$ cat src/rtl/asa_pkg.sv
// Shared widths, command and status codes, and scan result type for the slot allocator.
package asa_pkg;

  localparam int CMD_W    = 2;
  localparam int CLIENT_W = 8;
  localparam int SLOT_W   = 4;
  localparam int STATUS_W = 3;
  localparam int REFS_W   = 16;
  localparam int MASK_W   = 16;

  localparam logic [MASK_W-1:0] PRESENT_RST = 16'h00FF;

  localparam logic [CMD_W-1:0] CMD_ACQUIRE = 2'd0;
  localparam logic [CMD_W-1:0] CMD_RELEASE = 2'd1;
  localparam logic [CMD_W-1:0] CMD_UNBIND  = 2'd2;
  localparam logic [CMD_W-1:0] CMD_CLEAR   = 2'd3;

  localparam logic [STATUS_W-1:0] ST_DONE     = 3'd0;
  localparam logic [STATUS_W-1:0] ST_NEW      = 3'd1;
  localparam logic [STATUS_W-1:0] ST_EVICT    = 3'd2;
  localparam logic [STATUS_W-1:0] ST_NO_SLOT  = 3'd3;
  localparam logic [STATUS_W-1:0] ST_NOT_BOUND = 3'd4;

  // per-entry outcome of the shared compare unit
  typedef struct packed {
    logic hit;      // entry is bound to the requesting client
    logic free;     // entry is unbound
    logic idle;     // entry count is zero
    logic slot_eq;  // entry slot number equals the target slot
  } scan_res_t;

endpackage

$ cat src/rtl/asa_scan_unit.sv
// Shared compare unit: tests one slot table entry per cycle against client and target.
module asa_scan_unit
  import asa_pkg::*;
#(
  parameter int OW = 8,
  parameter int SW = 4
) (
  input  logic              ent_used,
  input  logic [OW-1:0]     ent_owner,
  input  logic [REFS_W-1:0] ent_refs,
  input  logic [SW-1:0]     ent_slot,
  input  logic [OW-1:0]     client,
  input  logic [SW-1:0]     target,
  output scan_res_t         res
);

  assign res.hit     = ent_used && (ent_owner == client);
  assign res.free    = !ent_used;
  assign res.idle    = (ent_refs == '0);
  assign res.slot_eq = (ent_slot == target);

endmodule

$ cat src/rtl/address_space_slot_allocator_unit.sv
// Top level of the reference-counted address-space slot allocator.
// Binds client ids to SLOTS address-space slots with a reference count per binding.
// A single compare unit walks the slot table one entry per cycle to find the client's
// slot and the lowest free slot; an acquire that must evict, and an unbind, then walk
// the bind order one position per cycle through the same unit. The commit then
// updates the table and loads the output register; a reset-all skips both walks and
// goes straight to the commit. The input stalls while an item is in work; the output
// register lets a new item start while a result waits for transfer, and the commit
// waits only if the previous result is still held. present_mask is written over the
// cfg channel, which is always ready; write it only while idle.
module address_space_slot_allocator_unit
  import asa_pkg::*;
#(
  parameter int SLOTS       = 16,
  parameter int CLIENT_BITS = 8
) (
  input  logic                clk,
  input  logic                rst_n,
  input  logic                in_valid,
  output logic                in_stall,
  input  logic [CMD_W-1:0]    in_command,
  input  logic [CLIENT_W-1:0] in_client,
  output logic                out_valid,
  input  logic                out_stall,
  output logic [SLOT_W-1:0]   out_slot,
  output logic [STATUS_W-1:0] out_status,
  output logic [CLIENT_W-1:0] out_evicted_client,
  output logic [REFS_W-1:0]   out_ref_count,
  input  logic                cfg_valid,
  output logic                cfg_ready,
  input  logic [MASK_W-1:0]   cfg_present_mask
);

  localparam int SW = $clog2(SLOTS);
  localparam int LW = $clog2(SLOTS + 1);
  localparam int OW = (CLIENT_BITS < CLIENT_W) ? CLIENT_BITS : CLIENT_W;

  typedef enum logic [3:0] {
    S_IDLE   = 4'b0001,
    S_FIND   = 4'b0010,
    S_ORDER  = 4'b0100,
    S_COMMIT = 4'b1000
  } state_t;

  typedef enum logic [2:0] {
    A_INC, A_DEC, A_BIND, A_EVICT, A_UNBIND, A_NOSLOT, A_NOTBOUND, A_CLEAR
  } action_t;

  state_t            state_r, state_nxt;
  action_t           action_r, action_nxt;
  logic [CMD_W-1:0]  cmd_r;
  logic [OW-1:0]     client_r;
  logic [SW-1:0]     idx_r, idx_nxt;
  logic              found_r, found_nxt;
  logic [SW-1:0]     hit_r, hit_nxt;
  logic              free_ok_r, free_ok_nxt;
  logic [SW-1:0]     free_r, free_nxt;
  logic [SW-1:0]     sel_r, sel_nxt;
  logic [SW-1:0]     pos_r, pos_nxt;
  logic              pos_ok_r, pos_ok_nxt;

  // slot table
  logic [SLOTS-1:0]  used_r;
  logic [OW-1:0]     owner_r [SLOTS];
  logic [REFS_W-1:0] refs_r [SLOTS];
  logic [SW-1:0]     order_r [SLOTS];
  logic [SW-1:0]     order_nxt [SLOTS];
  logic [LW-1:0]     len_r, len_nxt;
  logic [SLOTS-1:0]  present_r;

  // output register
  logic                out_valid_r;
  logic [SLOT_W-1:0]   out_slot_r;
  logic [STATUS_W-1:0] out_status_r;
  logic [CLIENT_W-1:0] out_evicted_r;
  logic [REFS_W-1:0]   out_refs_r;

  logic              in_fire, commit_fire, find_last, order_last, order_hit;
  logic [SW-1:0]     rd_slot;
  logic              ent_used;
  logic [OW-1:0]     ent_owner;
  logic [REFS_W-1:0] ent_refs;
  logic [REFS_W-1:0] refs_inc, refs_dec;
  logic              f_found, f_free_ok;
  logic [SW-1:0]     f_hit, f_free;
  scan_res_t         sres;

  assign in_stall    = (state_r != S_IDLE);
  assign in_fire     = in_valid && !in_stall;
  assign commit_fire = (state_r == S_COMMIT) && (!out_valid_r || !out_stall);
  assign cfg_ready   = 1'b1;

  // one table read port; address follows the sequencer
  always_comb begin
    case (state_r)
      S_ORDER:  rd_slot = order_r[idx_r];
      S_COMMIT: rd_slot = sel_r;
      default:  rd_slot = idx_r;
    endcase
  end

  assign ent_used  = used_r[rd_slot];
  assign ent_owner = owner_r[rd_slot];
  assign ent_refs  = refs_r[rd_slot];

  asa_scan_unit #(
    .OW (OW),
    .SW (SW)
  ) u_scan (
    .ent_used  (ent_used),
    .ent_owner (ent_owner),
    .ent_refs  (ent_refs),
    .ent_slot  (rd_slot),
    .client    (client_r),
    .target    (sel_r),
    .res       (sres)
  );

  assign refs_inc = (&ent_refs) ? ent_refs : ent_refs + 1'b1;
  assign refs_dec = (ent_refs == '0) ? ent_refs : ent_refs - 1'b1;

  // scan results including the entry under test this cycle
  assign find_last = (idx_r == SW'(SLOTS - 1));
  assign f_found   = found_r || sres.hit;
  assign f_hit     = found_r ? hit_r : idx_r;
  assign f_free_ok = free_ok_r || sres.free;
  assign f_free    = free_ok_r ? free_r : idx_r;

  assign order_hit  = (action_r == A_EVICT) ? sres.idle : sres.slot_eq;
  assign order_last = ((LW'(idx_r) + LW'(1)) >= len_r);

  // sequencer
  always_comb begin
    state_nxt   = state_r;
    action_nxt  = action_r;
    idx_nxt     = idx_r;
    found_nxt   = found_r;
    hit_nxt     = hit_r;
    free_ok_nxt = free_ok_r;
    free_nxt    = free_r;
    sel_nxt     = sel_r;
    pos_nxt     = pos_r;
    pos_ok_nxt  = pos_ok_r;
    case (state_r)
      S_IDLE: begin
        idx_nxt     = '0;
        found_nxt   = 1'b0;
        free_ok_nxt = 1'b0;
        pos_ok_nxt  = 1'b0;
        if (in_fire) begin
          if (in_command == CMD_CLEAR) begin
            action_nxt = A_CLEAR;
            state_nxt  = S_COMMIT;
          end else begin
            state_nxt = S_FIND;
          end
        end
      end
      S_FIND: begin
        if (sres.hit && !found_r) begin
          found_nxt = 1'b1;
          hit_nxt   = idx_r;
        end
        if (sres.free && !free_ok_r) begin
          free_ok_nxt = 1'b1;
          free_nxt    = idx_r;
        end
        idx_nxt = idx_r + 1'b1;
        if (find_last) begin
          idx_nxt   = '0;
          state_nxt = S_COMMIT;
          sel_nxt   = f_hit;
          case (cmd_r)
            CMD_ACQUIRE: begin
              if (f_found) begin
                action_nxt = A_INC;
              end else if (f_free_ok && present_r[f_free]) begin
                action_nxt = A_BIND;
                sel_nxt    = f_free;
              end else if (len_r == '0) begin
                action_nxt = A_NOSLOT;
              end else begin
                action_nxt = A_EVICT;
                state_nxt  = S_ORDER;
              end
            end
            CMD_RELEASE: begin
              action_nxt = f_found ? A_DEC : A_NOTBOUND;
            end
            default: begin
              if (f_found) begin
                action_nxt = A_UNBIND;
                if (len_r != '0) begin
                  state_nxt = S_ORDER;
                end
              end else begin
                action_nxt = A_NOTBOUND;
              end
            end
          endcase
        end
      end
      S_ORDER: begin
        idx_nxt = idx_r + 1'b1;
        if (order_hit) begin
          pos_nxt    = idx_r;
          pos_ok_nxt = 1'b1;
          state_nxt  = S_COMMIT;
          if (action_r == A_EVICT) begin
            sel_nxt = order_r[idx_r];
          end
        end else if (order_last) begin
          state_nxt = S_COMMIT;
          if (action_r == A_EVICT) begin
            action_nxt = A_NOSLOT;
          end
        end
      end
      S_COMMIT: begin
        if (commit_fire) begin
          state_nxt = S_IDLE;
        end
      end
      default: state_nxt = S_IDLE;
    endcase
  end

  // bind order update: removal shifts younger entries down one place
  always_comb begin
    order_nxt = order_r;
    len_nxt   = len_r;
    if (commit_fire) begin
      case (action_r)
        A_BIND: begin
          order_nxt[len_r[SW-1:0]] = sel_r;
          len_nxt = len_r + 1'b1;
        end
        A_EVICT: begin
          for (int j = 0; j < SLOTS - 1; j++) begin
            if (LW'(j) >= LW'(pos_r) && LW'(j + 1) < len_r) begin
              order_nxt[j] = order_r[j + 1];
            end
          end
          order_nxt[SW'(len_r - LW'(1))] = sel_r;
        end
        A_UNBIND: begin
          if (pos_ok_r) begin
            for (int j = 0; j < SLOTS - 1; j++) begin
              if (LW'(j) >= LW'(pos_r) && LW'(j + 1) < len_r) begin
                order_nxt[j] = order_r[j + 1];
              end
            end
            order_nxt[SW'(len_r - LW'(1))] = '0;
            len_nxt = len_r - 1'b1;
          end
        end
        A_CLEAR: len_nxt = '0;
        default: len_nxt = len_r;
      endcase
    end
  end

  // control state
  always_ff @(posedge clk) begin
    if (!rst_n) begin
      state_r     <= S_IDLE;
      action_r    <= A_CLEAR;
      used_r      <= '0;
      len_r       <= '0;
      present_r   <= PRESENT_RST[SLOTS-1:0];
      out_valid_r <= 1'b0;
    end else begin
      state_r  <= state_nxt;
      action_r <= action_nxt;
      len_r    <= len_nxt;
      if (cfg_valid && cfg_ready) begin
        present_r <= cfg_present_mask[SLOTS-1:0];
      end
      if (commit_fire) begin
        out_valid_r <= 1'b1;
        case (action_r)
          A_BIND, A_EVICT: used_r[sel_r] <= 1'b1;
          A_UNBIND:        used_r[sel_r] <= 1'b0;
          A_CLEAR:         used_r <= '0;
          default:         used_r <= used_r;
        endcase
      end else if (!out_stall) begin
        out_valid_r <= 1'b0;
      end
    end
  end

  // datapath registers and table payload
  always_ff @(posedge clk) begin
    idx_r     <= idx_nxt;
    found_r   <= found_nxt;
    hit_r     <= hit_nxt;
    free_ok_r <= free_ok_nxt;
    free_r    <= free_nxt;
    sel_r     <= sel_nxt;
    pos_r     <= pos_nxt;
    pos_ok_r  <= pos_ok_nxt;
    order_r   <= order_nxt;
    if (in_fire) begin
      cmd_r    <= in_command;
      client_r <= in_client[OW-1:0];
    end
    if (commit_fire) begin
      case (action_r)
        A_INC: begin
          refs_r[sel_r] <= refs_inc;
          out_slot_r    <= SLOT_W'(sel_r);
          out_status_r  <= ST_DONE;
          out_evicted_r <= '0;
          out_refs_r    <= refs_inc;
        end
        A_DEC: begin
          refs_r[sel_r] <= refs_dec;
          out_slot_r    <= SLOT_W'(sel_r);
          out_status_r  <= ST_DONE;
          out_evicted_r <= '0;
          out_refs_r    <= refs_dec;
        end
        A_BIND: begin
          owner_r[sel_r] <= client_r;
          refs_r[sel_r]  <= REFS_W'(1);
          out_slot_r     <= SLOT_W'(sel_r);
          out_status_r   <= ST_NEW;
          out_evicted_r  <= '0;
          out_refs_r     <= REFS_W'(1);
        end
        A_EVICT: begin
          owner_r[sel_r] <= client_r;
          refs_r[sel_r]  <= REFS_W'(1);
          out_slot_r     <= SLOT_W'(sel_r);
          out_status_r   <= ST_EVICT;
          out_evicted_r  <= CLIENT_W'(ent_owner);
          out_refs_r     <= REFS_W'(1);
        end
        A_UNBIND: begin
          owner_r[sel_r] <= '0;
          refs_r[sel_r]  <= '0;
          out_slot_r     <= '0;
          out_status_r   <= ST_DONE;
          out_evicted_r  <= '0;
          out_refs_r     <= '0;
        end
        A_NOSLOT: begin
          out_slot_r    <= '0;
          out_status_r  <= ST_NO_SLOT;
          out_evicted_r <= '0;
          out_refs_r    <= '0;
        end
        A_NOTBOUND: begin
          out_slot_r    <= '0;
          out_status_r  <= ST_NOT_BOUND;
          out_evicted_r <= '0;
          out_refs_r    <= '0;
        end
        default: begin
          out_slot_r    <= '0;
          out_status_r  <= ST_DONE;
          out_evicted_r <= '0;
          out_refs_r    <= '0;
        end
      endcase
    end
  end

  assign out_valid          = out_valid_r;
  assign out_slot           = out_slot_r;
  assign out_status         = out_status_r;
  assign out_evicted_client = out_evicted_r;
  assign out_ref_count      = out_refs_r;

endmodule
$ cat config.mk
export PLATFORM = sky130hd
export DESIGN_NAME = address_space_slot_allocator_unit
export DESIGN_NICKNAME = d
export VERILOG_FILES = /design/src/rtl/asa_pkg.sv /design/src/rtl/asa_scan_unit.sv /design/src/rtl/address_space_slot_allocator_unit.sv
export SDC_FILE = /design/constraint.sdc
export NUM_CORES = 1
export LEC_CHECK = 0
export ABC_AREA = 1
export CORE_MARGIN = 5
export CORE_UTILIZATION = 30
export CTS_CLUSTER_SIZE = 24
export DETAILED_ROUTE_END_ITERATION = 8
export DONT_BUFFER_PORTS = 1
export PLACE_DENSITY = 0.44
export REMOVE_ABC_BUFFERS = 1
export SYNTH_ARGS = -nofsm -noshare
export SYNTH_HDL_FRONTEND = slang
export SYNTH_SLANG_ARGS = --single-unit
$ cat constraint.sdc
create_clock -name clk -period 4.7 [get_ports clk]
set_clock_uncertainty 0.2 [all_clocks]
set_input_delay 0.94 -clock clk [delete_from_list [all_inputs] [get_ports clk]]
set_output_delay 0.94 -clock clk [all_outputs]
set_load 0.02 [all_outputs]
== Word-level counts from Yosys, hierarchy flattened ==
Memory sizes are Yosys's and may differ from the RTL's.
Cells that the tools add are included.
Word-level totals
  bits in registers: 173
  memory bits (writable): 384
  bits of input ports: 31
  word-level logic and storage cells: 370
  memories kept: 2
Memories
  refs_r: depth 16, width 16, read ports 1, clocked after Yosys merged registers in 0, write ports 1, line address_space_slot_allocator_unit.sv:65  | logic [REFS_W-1:0] refs_r [SLOTS];
  owner_r: depth 16, width 8, read ports 1, clocked after Yosys merged registers in 0, write ports 1, line address_space_slot_allocator_unit.sv:64  | logic [OW-1:0] owner_r [SLOTS];
Operators by class
  add/sub/neg operators: 6
  order comparisons: 40
  equal/unequal tests: 30
  muxes and demuxes: 182
  bitwise operators: 14
  reductions and logical operators: 60
Operators by type and width (number)
  $mux 4: 114
  $pmux 64 s3: 1
  $bwmux 64: 2
  $mux 16: 6
  $pmux 16 s3: 2
  $and 64x64->64: 1
  $mux 64: 1
  $not 64->64: 1
  $lt 4x5->1 const A: 8
  $demux 4 s4: 2
  $mux 3: 10
  $ge 4x4->1 const A: 7
  $logic_and 1x1->1: 24
  $mux 1: 24
  $pmux 4 s2: 3
  $ne 2x2->1 const B: 11
  $lt 3x5->1 const A: 4
  $add 16x1->16 const B: 1
  $and 16x16->16: 1
  $bmux 4 s4: 1
  $ge 3x4->1 const A: 4
  $logic_not 16->1: 1
  $mux 8: 2
  $not 16->16: 1
  57 further kinds: 100

== Depth between registers and ports, before layout ==
  depth in word-level cells: 15
  depth in mapped cells: 31
  mapped depth without buffers: 28

== Cells and area by module ==
Synthesis repeated with hierarchy kept, for this count alone.
Unflattened totals
  cell total of the unflattened synthesis: 2922
  area total of the unflattened synthesis: 27675.3 sq um
By module, submodules not included
  address_space_slot_allocator_unit: times used 1, cells each 2868, area each 27431.3 sq um, sequential area each 16275.6 sq um
  asa_scan_unit: times used 1, cells each 54, area each 244.0 sq um, sequential area each 0.0 sq um

== Worst setup path before layout ==
OpenSTA, ideal clock, no wires.
  path kind: input -> register
  start: in out_stall
  end: mem refs_r[10][0], enable pin
  setup time: 0.388 ns
  arrival: 4.004 ns
  data required time: 4.112 ns
  slack: 0.108 ns
  cell stages on the path: 6
  buffers on the path: 1
  cell sequence: nand2_1 inv_1 nor2_1 o21ai_1 clkbuf_1 nor2_1
Between the ends
  longest elaborated chain between the ends: 9
  elaborated cells on any way between the ends: 17
Ends and longest elaborated chain
  start, declared: line address_space_slot_allocator_unit.sv:24  | input logic out_stall,
  $logic_not 1->1 *
  $logic_or 1x1->1 *: line address_space_slot_allocator_unit.sv:90  | assign commit_fire = (state_r == S_COMMIT) && (!out_valid_r || !out_stall);
  $logic_and 1x1->1 *: line address_space_slot_allocator_unit.sv:90
  net commit_fire: line address_space_slot_allocator_unit.sv:78  | logic in_fire, commit_fire, find_last, order_last, order_hit;
  $mux 1: line address_space_slot_allocator_unit.sv:308  | if (commit_fire) begin
  $mux 1 (on tied branches): line address_space_slot_allocator_unit.sv:311, address_space_slot_allocator_unit.sv:318
  $or 1x1->1 (no source line) (3 in a row)
  $or 1x1->1 (no source line) *
  end, declared: line address_space_slot_allocator_unit.sv:65
The timed path passes the listed nets; every way through them passes the cells marked *.

== Worst setup path after layout ==
  start: reg idx_r[0]
  end: reg sel_r[1] (data pin)
Between the ends
  longest elaborated chain between the ends: 15
  elaborated cells on any way between the ends: 24
Ends and longest elaborated chain
  start, declared: line address_space_slot_allocator_unit.sv:53  | logic [SW-1:0] idx_r, idx_nxt;
  start signal, assigned: line address_space_slot_allocator_unit.sv:295  | idx_r <= idx_nxt;
  parallel branches: the longest is 14 deep, another holds $mem_v2 16x8
  $pmux 4 s2 *: line address_space_slot_allocator_unit.sv:144  | case (state_r)
  net sel_nxt[1]: line address_space_slot_allocator_unit.sv:58  | logic [SW-1:0] sel_r, sel_nxt;
  end signal, assigned: line address_space_slot_allocator_unit.sv:300  | sel_r <= sel_nxt;
  end, declared: line address_space_slot_allocator_unit.sv:58
Mark *: on every way through the listed nets, which the timed path passes. The select of a mux whose other input is x is not followed.
A chain may end at the register's enable or synchronous reset.

==> results.json <==
{
  "cts_max_level": 3,
  "grt-busiest-layer": "met2",
  "ys.warnings.count": 0,
  "grt_antenna_before_repair": 0,
  "clock_latency_ps": 620,
  "p_leak_uw": 0.01221,
  "critPathKind": "reg2reg",
  "overflow": 0,
  "syn_area_um2": 27670,
  "dieArea_um2": 98420,
  "cap_viol_max_count": 0,
  "grt_pass1_vias": 21020,
  "synth_area_leaders": "edfxtp_1 (56%), nand2_1 (8.0%), nand3_1 (6.2%)",
  "worstMarginPinSlew_ps": 1146,
  "grt_max_degree": 76,
  "r2r-start": "idx_r[0]",
  "drt_iter0_markers": 1600,
  "ys_ff_latch": 557,
  "initial_core_util": 0.3019,
  "setup_viol": 0,
  "yosysTopAreaCell": "edfxtp_1",
  "grtUsageTotal": 0.1779,
  "met3_usage": 0.02986,
  "relSlewSlack": 0.2329,
  "finalCritPeriodShare": 0.9518,
  "cts_sinks": 557,
  "core_area_um2": 91660,
  "avgSynthCellArea_um2": 9.689,
  "antenna_left": 0,
  "pwr-share-comb": 0.468,
  "vias_per_cell": 5.068,
  "area_growth_pct": 15.94,
  "slew_viol_final": 0,
  "dieHeight_um": 313.7,
  "wl_mm": 89.46,
  "synth_flop_cell": "edfxtp_1",
  "routedWlPerCell_um": 21.31,
  "hold_depth": 1,
  "rr_worst_depth": 22,
  "grt_first_pass_wirelength_mm": 133.4,
  "critPathMaxFanout": 21,
  "period_minus_slack_ps": 4473,
  "die_w_um": 313.7,
  "multiInputGateArea_um2": 9450,
  "cts_made_buffers": 68,
  "arrival_ps": 4630,
  "reg2reg_to": "sel_r[1]",
  "ys_seq_area_frac": 0.5881,
  "synth_common_cells": "nand2_1 (593), edfxtp_1 (512), nand3_1 (344), inv_1 (286), nor2_1 (256)",
  "gr-usage-met2": 0.2995,
  "syn_inst": 2856,
  "startpoint_type": "flip-flop",
  "rsz0062_at_grt": "true",
  "crit_path_end_kind": "flip-flop",
  "cts_tree": "done",
  "hold_path_end": "present_r[6]",
  "ir_drop_mv": 0.4829,
  "synth_edf_count": 512,
  "crit_start": "idx_r[0]",
  "pwr-share-clk": 0.225,
  "worstPathRequired_ps": 4860,
  "drive_gt1_frac": 0.1351,
  "intPower_uw": 13490,
  "finalHoldViolCount": 0,
  "hold_path.class": "in2reg",
  "gp_congestion": 0.9154,
  "p_sw_uw": 9488,
  "dp_slack_ps": -12.06,
  "clockBufferDepth": 3,
  "synth_most_common_cell": "nand2_1",
  "clk_pin_slew_ps": 50,
  "use_met1": 0.2385,
  "netSwitchingFraction": 0.4128,
  "fill_cells": 9283,
  "regArea_um2": 16280,
  "drc": 0,
  "num_io_pins": 65,
  "setup_ws_ps": 226.7,
  "async_flop_share": 0,
  "root_buffer": "clkbuf_16",
  "min_from": "rst_n",
  "vias": 21280,
  "powerDensity_nw_per_um2": 716.3,
  "rows": 111,
  "status": "finished, final reports clean",
  "synth.top_cell.area_share": 0.5556,
  "hold_buffers": 0,
  "io_buffers": 0,
  "max_freq_mhz": 223.5,
  "power_frac_seq": 0.306,
  "fin_nets": 3004,
  "reg2reg_slack_ps": 230,
  "synthDistinctLibCells": 56,
  "dp_hpwl_mm": 59.40,
  "holdWs_ps": 212.4,
  "first_pass_iters": 8
}
[power by group through the flow]
| stage | clock network [uW] | logic, uW | registers [uW] |
|---|---|---|---|
| final | 5180 | 10800 | 7030 |
| after global routing | 5540 | 11900 | 7050 |
| after detailed placement | 0 | 10600 | 7160 |
| after floorplan | 0 | 6140 | 7180 |
| after CTS | 5340 | 10700 | 7050 |
| after global placement | 0 | 10500 | 7150 |
[final cells by class]
cell class                      instances  area share
Antenna cell                            1  0.00007800
Inverter                              308     0.03639
Multi-Input combinational cell       1852      0.2946
Sequential cell                       557      0.5073
Tap cell                             1186     0.04625
Timing Repair Buffer                  173     0.04731
Clock inverter                         38     0.01178
Clock buffer                           83     0.05612
Timing Repair inverter                  1   0.0002340
[metrics by stage]
step / setup TNS [ps] / power, uW / instance area (um2) / std cells / utilization
floorplan: -653910 / 13320 / 26760 / 2717 / -
global placement: 0 / 17690 / 29790 / 4073 / 0.3250
detailed placement: -182.5 / 17780 / 29790 / 4073 / 0.3250
CTS: 0 / 23070 / 31980 / 4194 / 0.3489
global route: -836.9 / 24510 / 32080 / 4198 / 0.3500
finish: 0 / 22980 / 32080 / 4199 / 0.3500
[worst max-delay path, cell delays in order (launching register included)]
cell,delay [ps]
edfxtp_1,470
buf_4,180
buf_4,170
o211ai_1,180
nand2_1,80
nand2_1,60
nand3_1,160
nand3_2,160
o211ai_4,130
inv_2,220
buf_12,220
buf_4,300
nand3_1,120
nand3_1,90
nand2_1,250
nand2_1,160
inv_1,50
nand2_1,70
nor2_1,50
nand3_2,220
nand4_2,210
o21ai_0,320
o21ai_1,90
[layout by cell type, fill, tap and decap left out, drive strengths merged, types with 6 or more instances in the layout]
master and instances:
a211oi 24, a21oi 75, a31oi 6, buf 172, bufinv 6, clkbuf 84
clkinv 30, dfxtp 45, edfxtp 512, ha 12, inv 306, mux2i 12
nand2 623, nand3 362, nand4 10, nor2 269, nor3 7, o211ai 137
o21ai 214, o22ai 36, or2 21, xor2 18
[per-layer routing]
metal,up-vias,wire length (um),share of wire
li1,10150,-,-
met1,10370,39000,0.44
met2,633,43160,0.48
met3,137,5299,0.059
met4,0,2002,0.022
met5,-,0,0
[kinds of logic (layout without fill, tap and decap cells)]
family | Yosys count | after routing | share of synthesized area
buf+inv | 447 | 603 | 0.07501
mux | 12 | 12 | 0.004341
compound gates | 513 | 513 | 0.1153
flops | 557 | 557 | 0.5881
xor+xnor | 19 | 19 | 0.006013
fa+ha+maj | 12 | 12 | 0.005426
simple gates | 1295 | 1295 | 0.2057
other cells | 1 | 2 | 0.0001355
[worst max path at each step]
stage / end
6_report: sel_r[1]
5_1_grt: sel_r[3]
4_1_cts: refs_r[13][6]
3_5_place_dp: refs_r[7][4]
3_3_place_gp: refs_r[2][1]
2_1_floorplan: refs_r[0][1]
[repair_timing]
item	in CTS	in global routing
pin swaps	0	1
setup buffers	0	3
resized for setup	3	15
cloned	0	1
endpoints found under the setup margin	48	191
(Power assumes the default switching activity.)
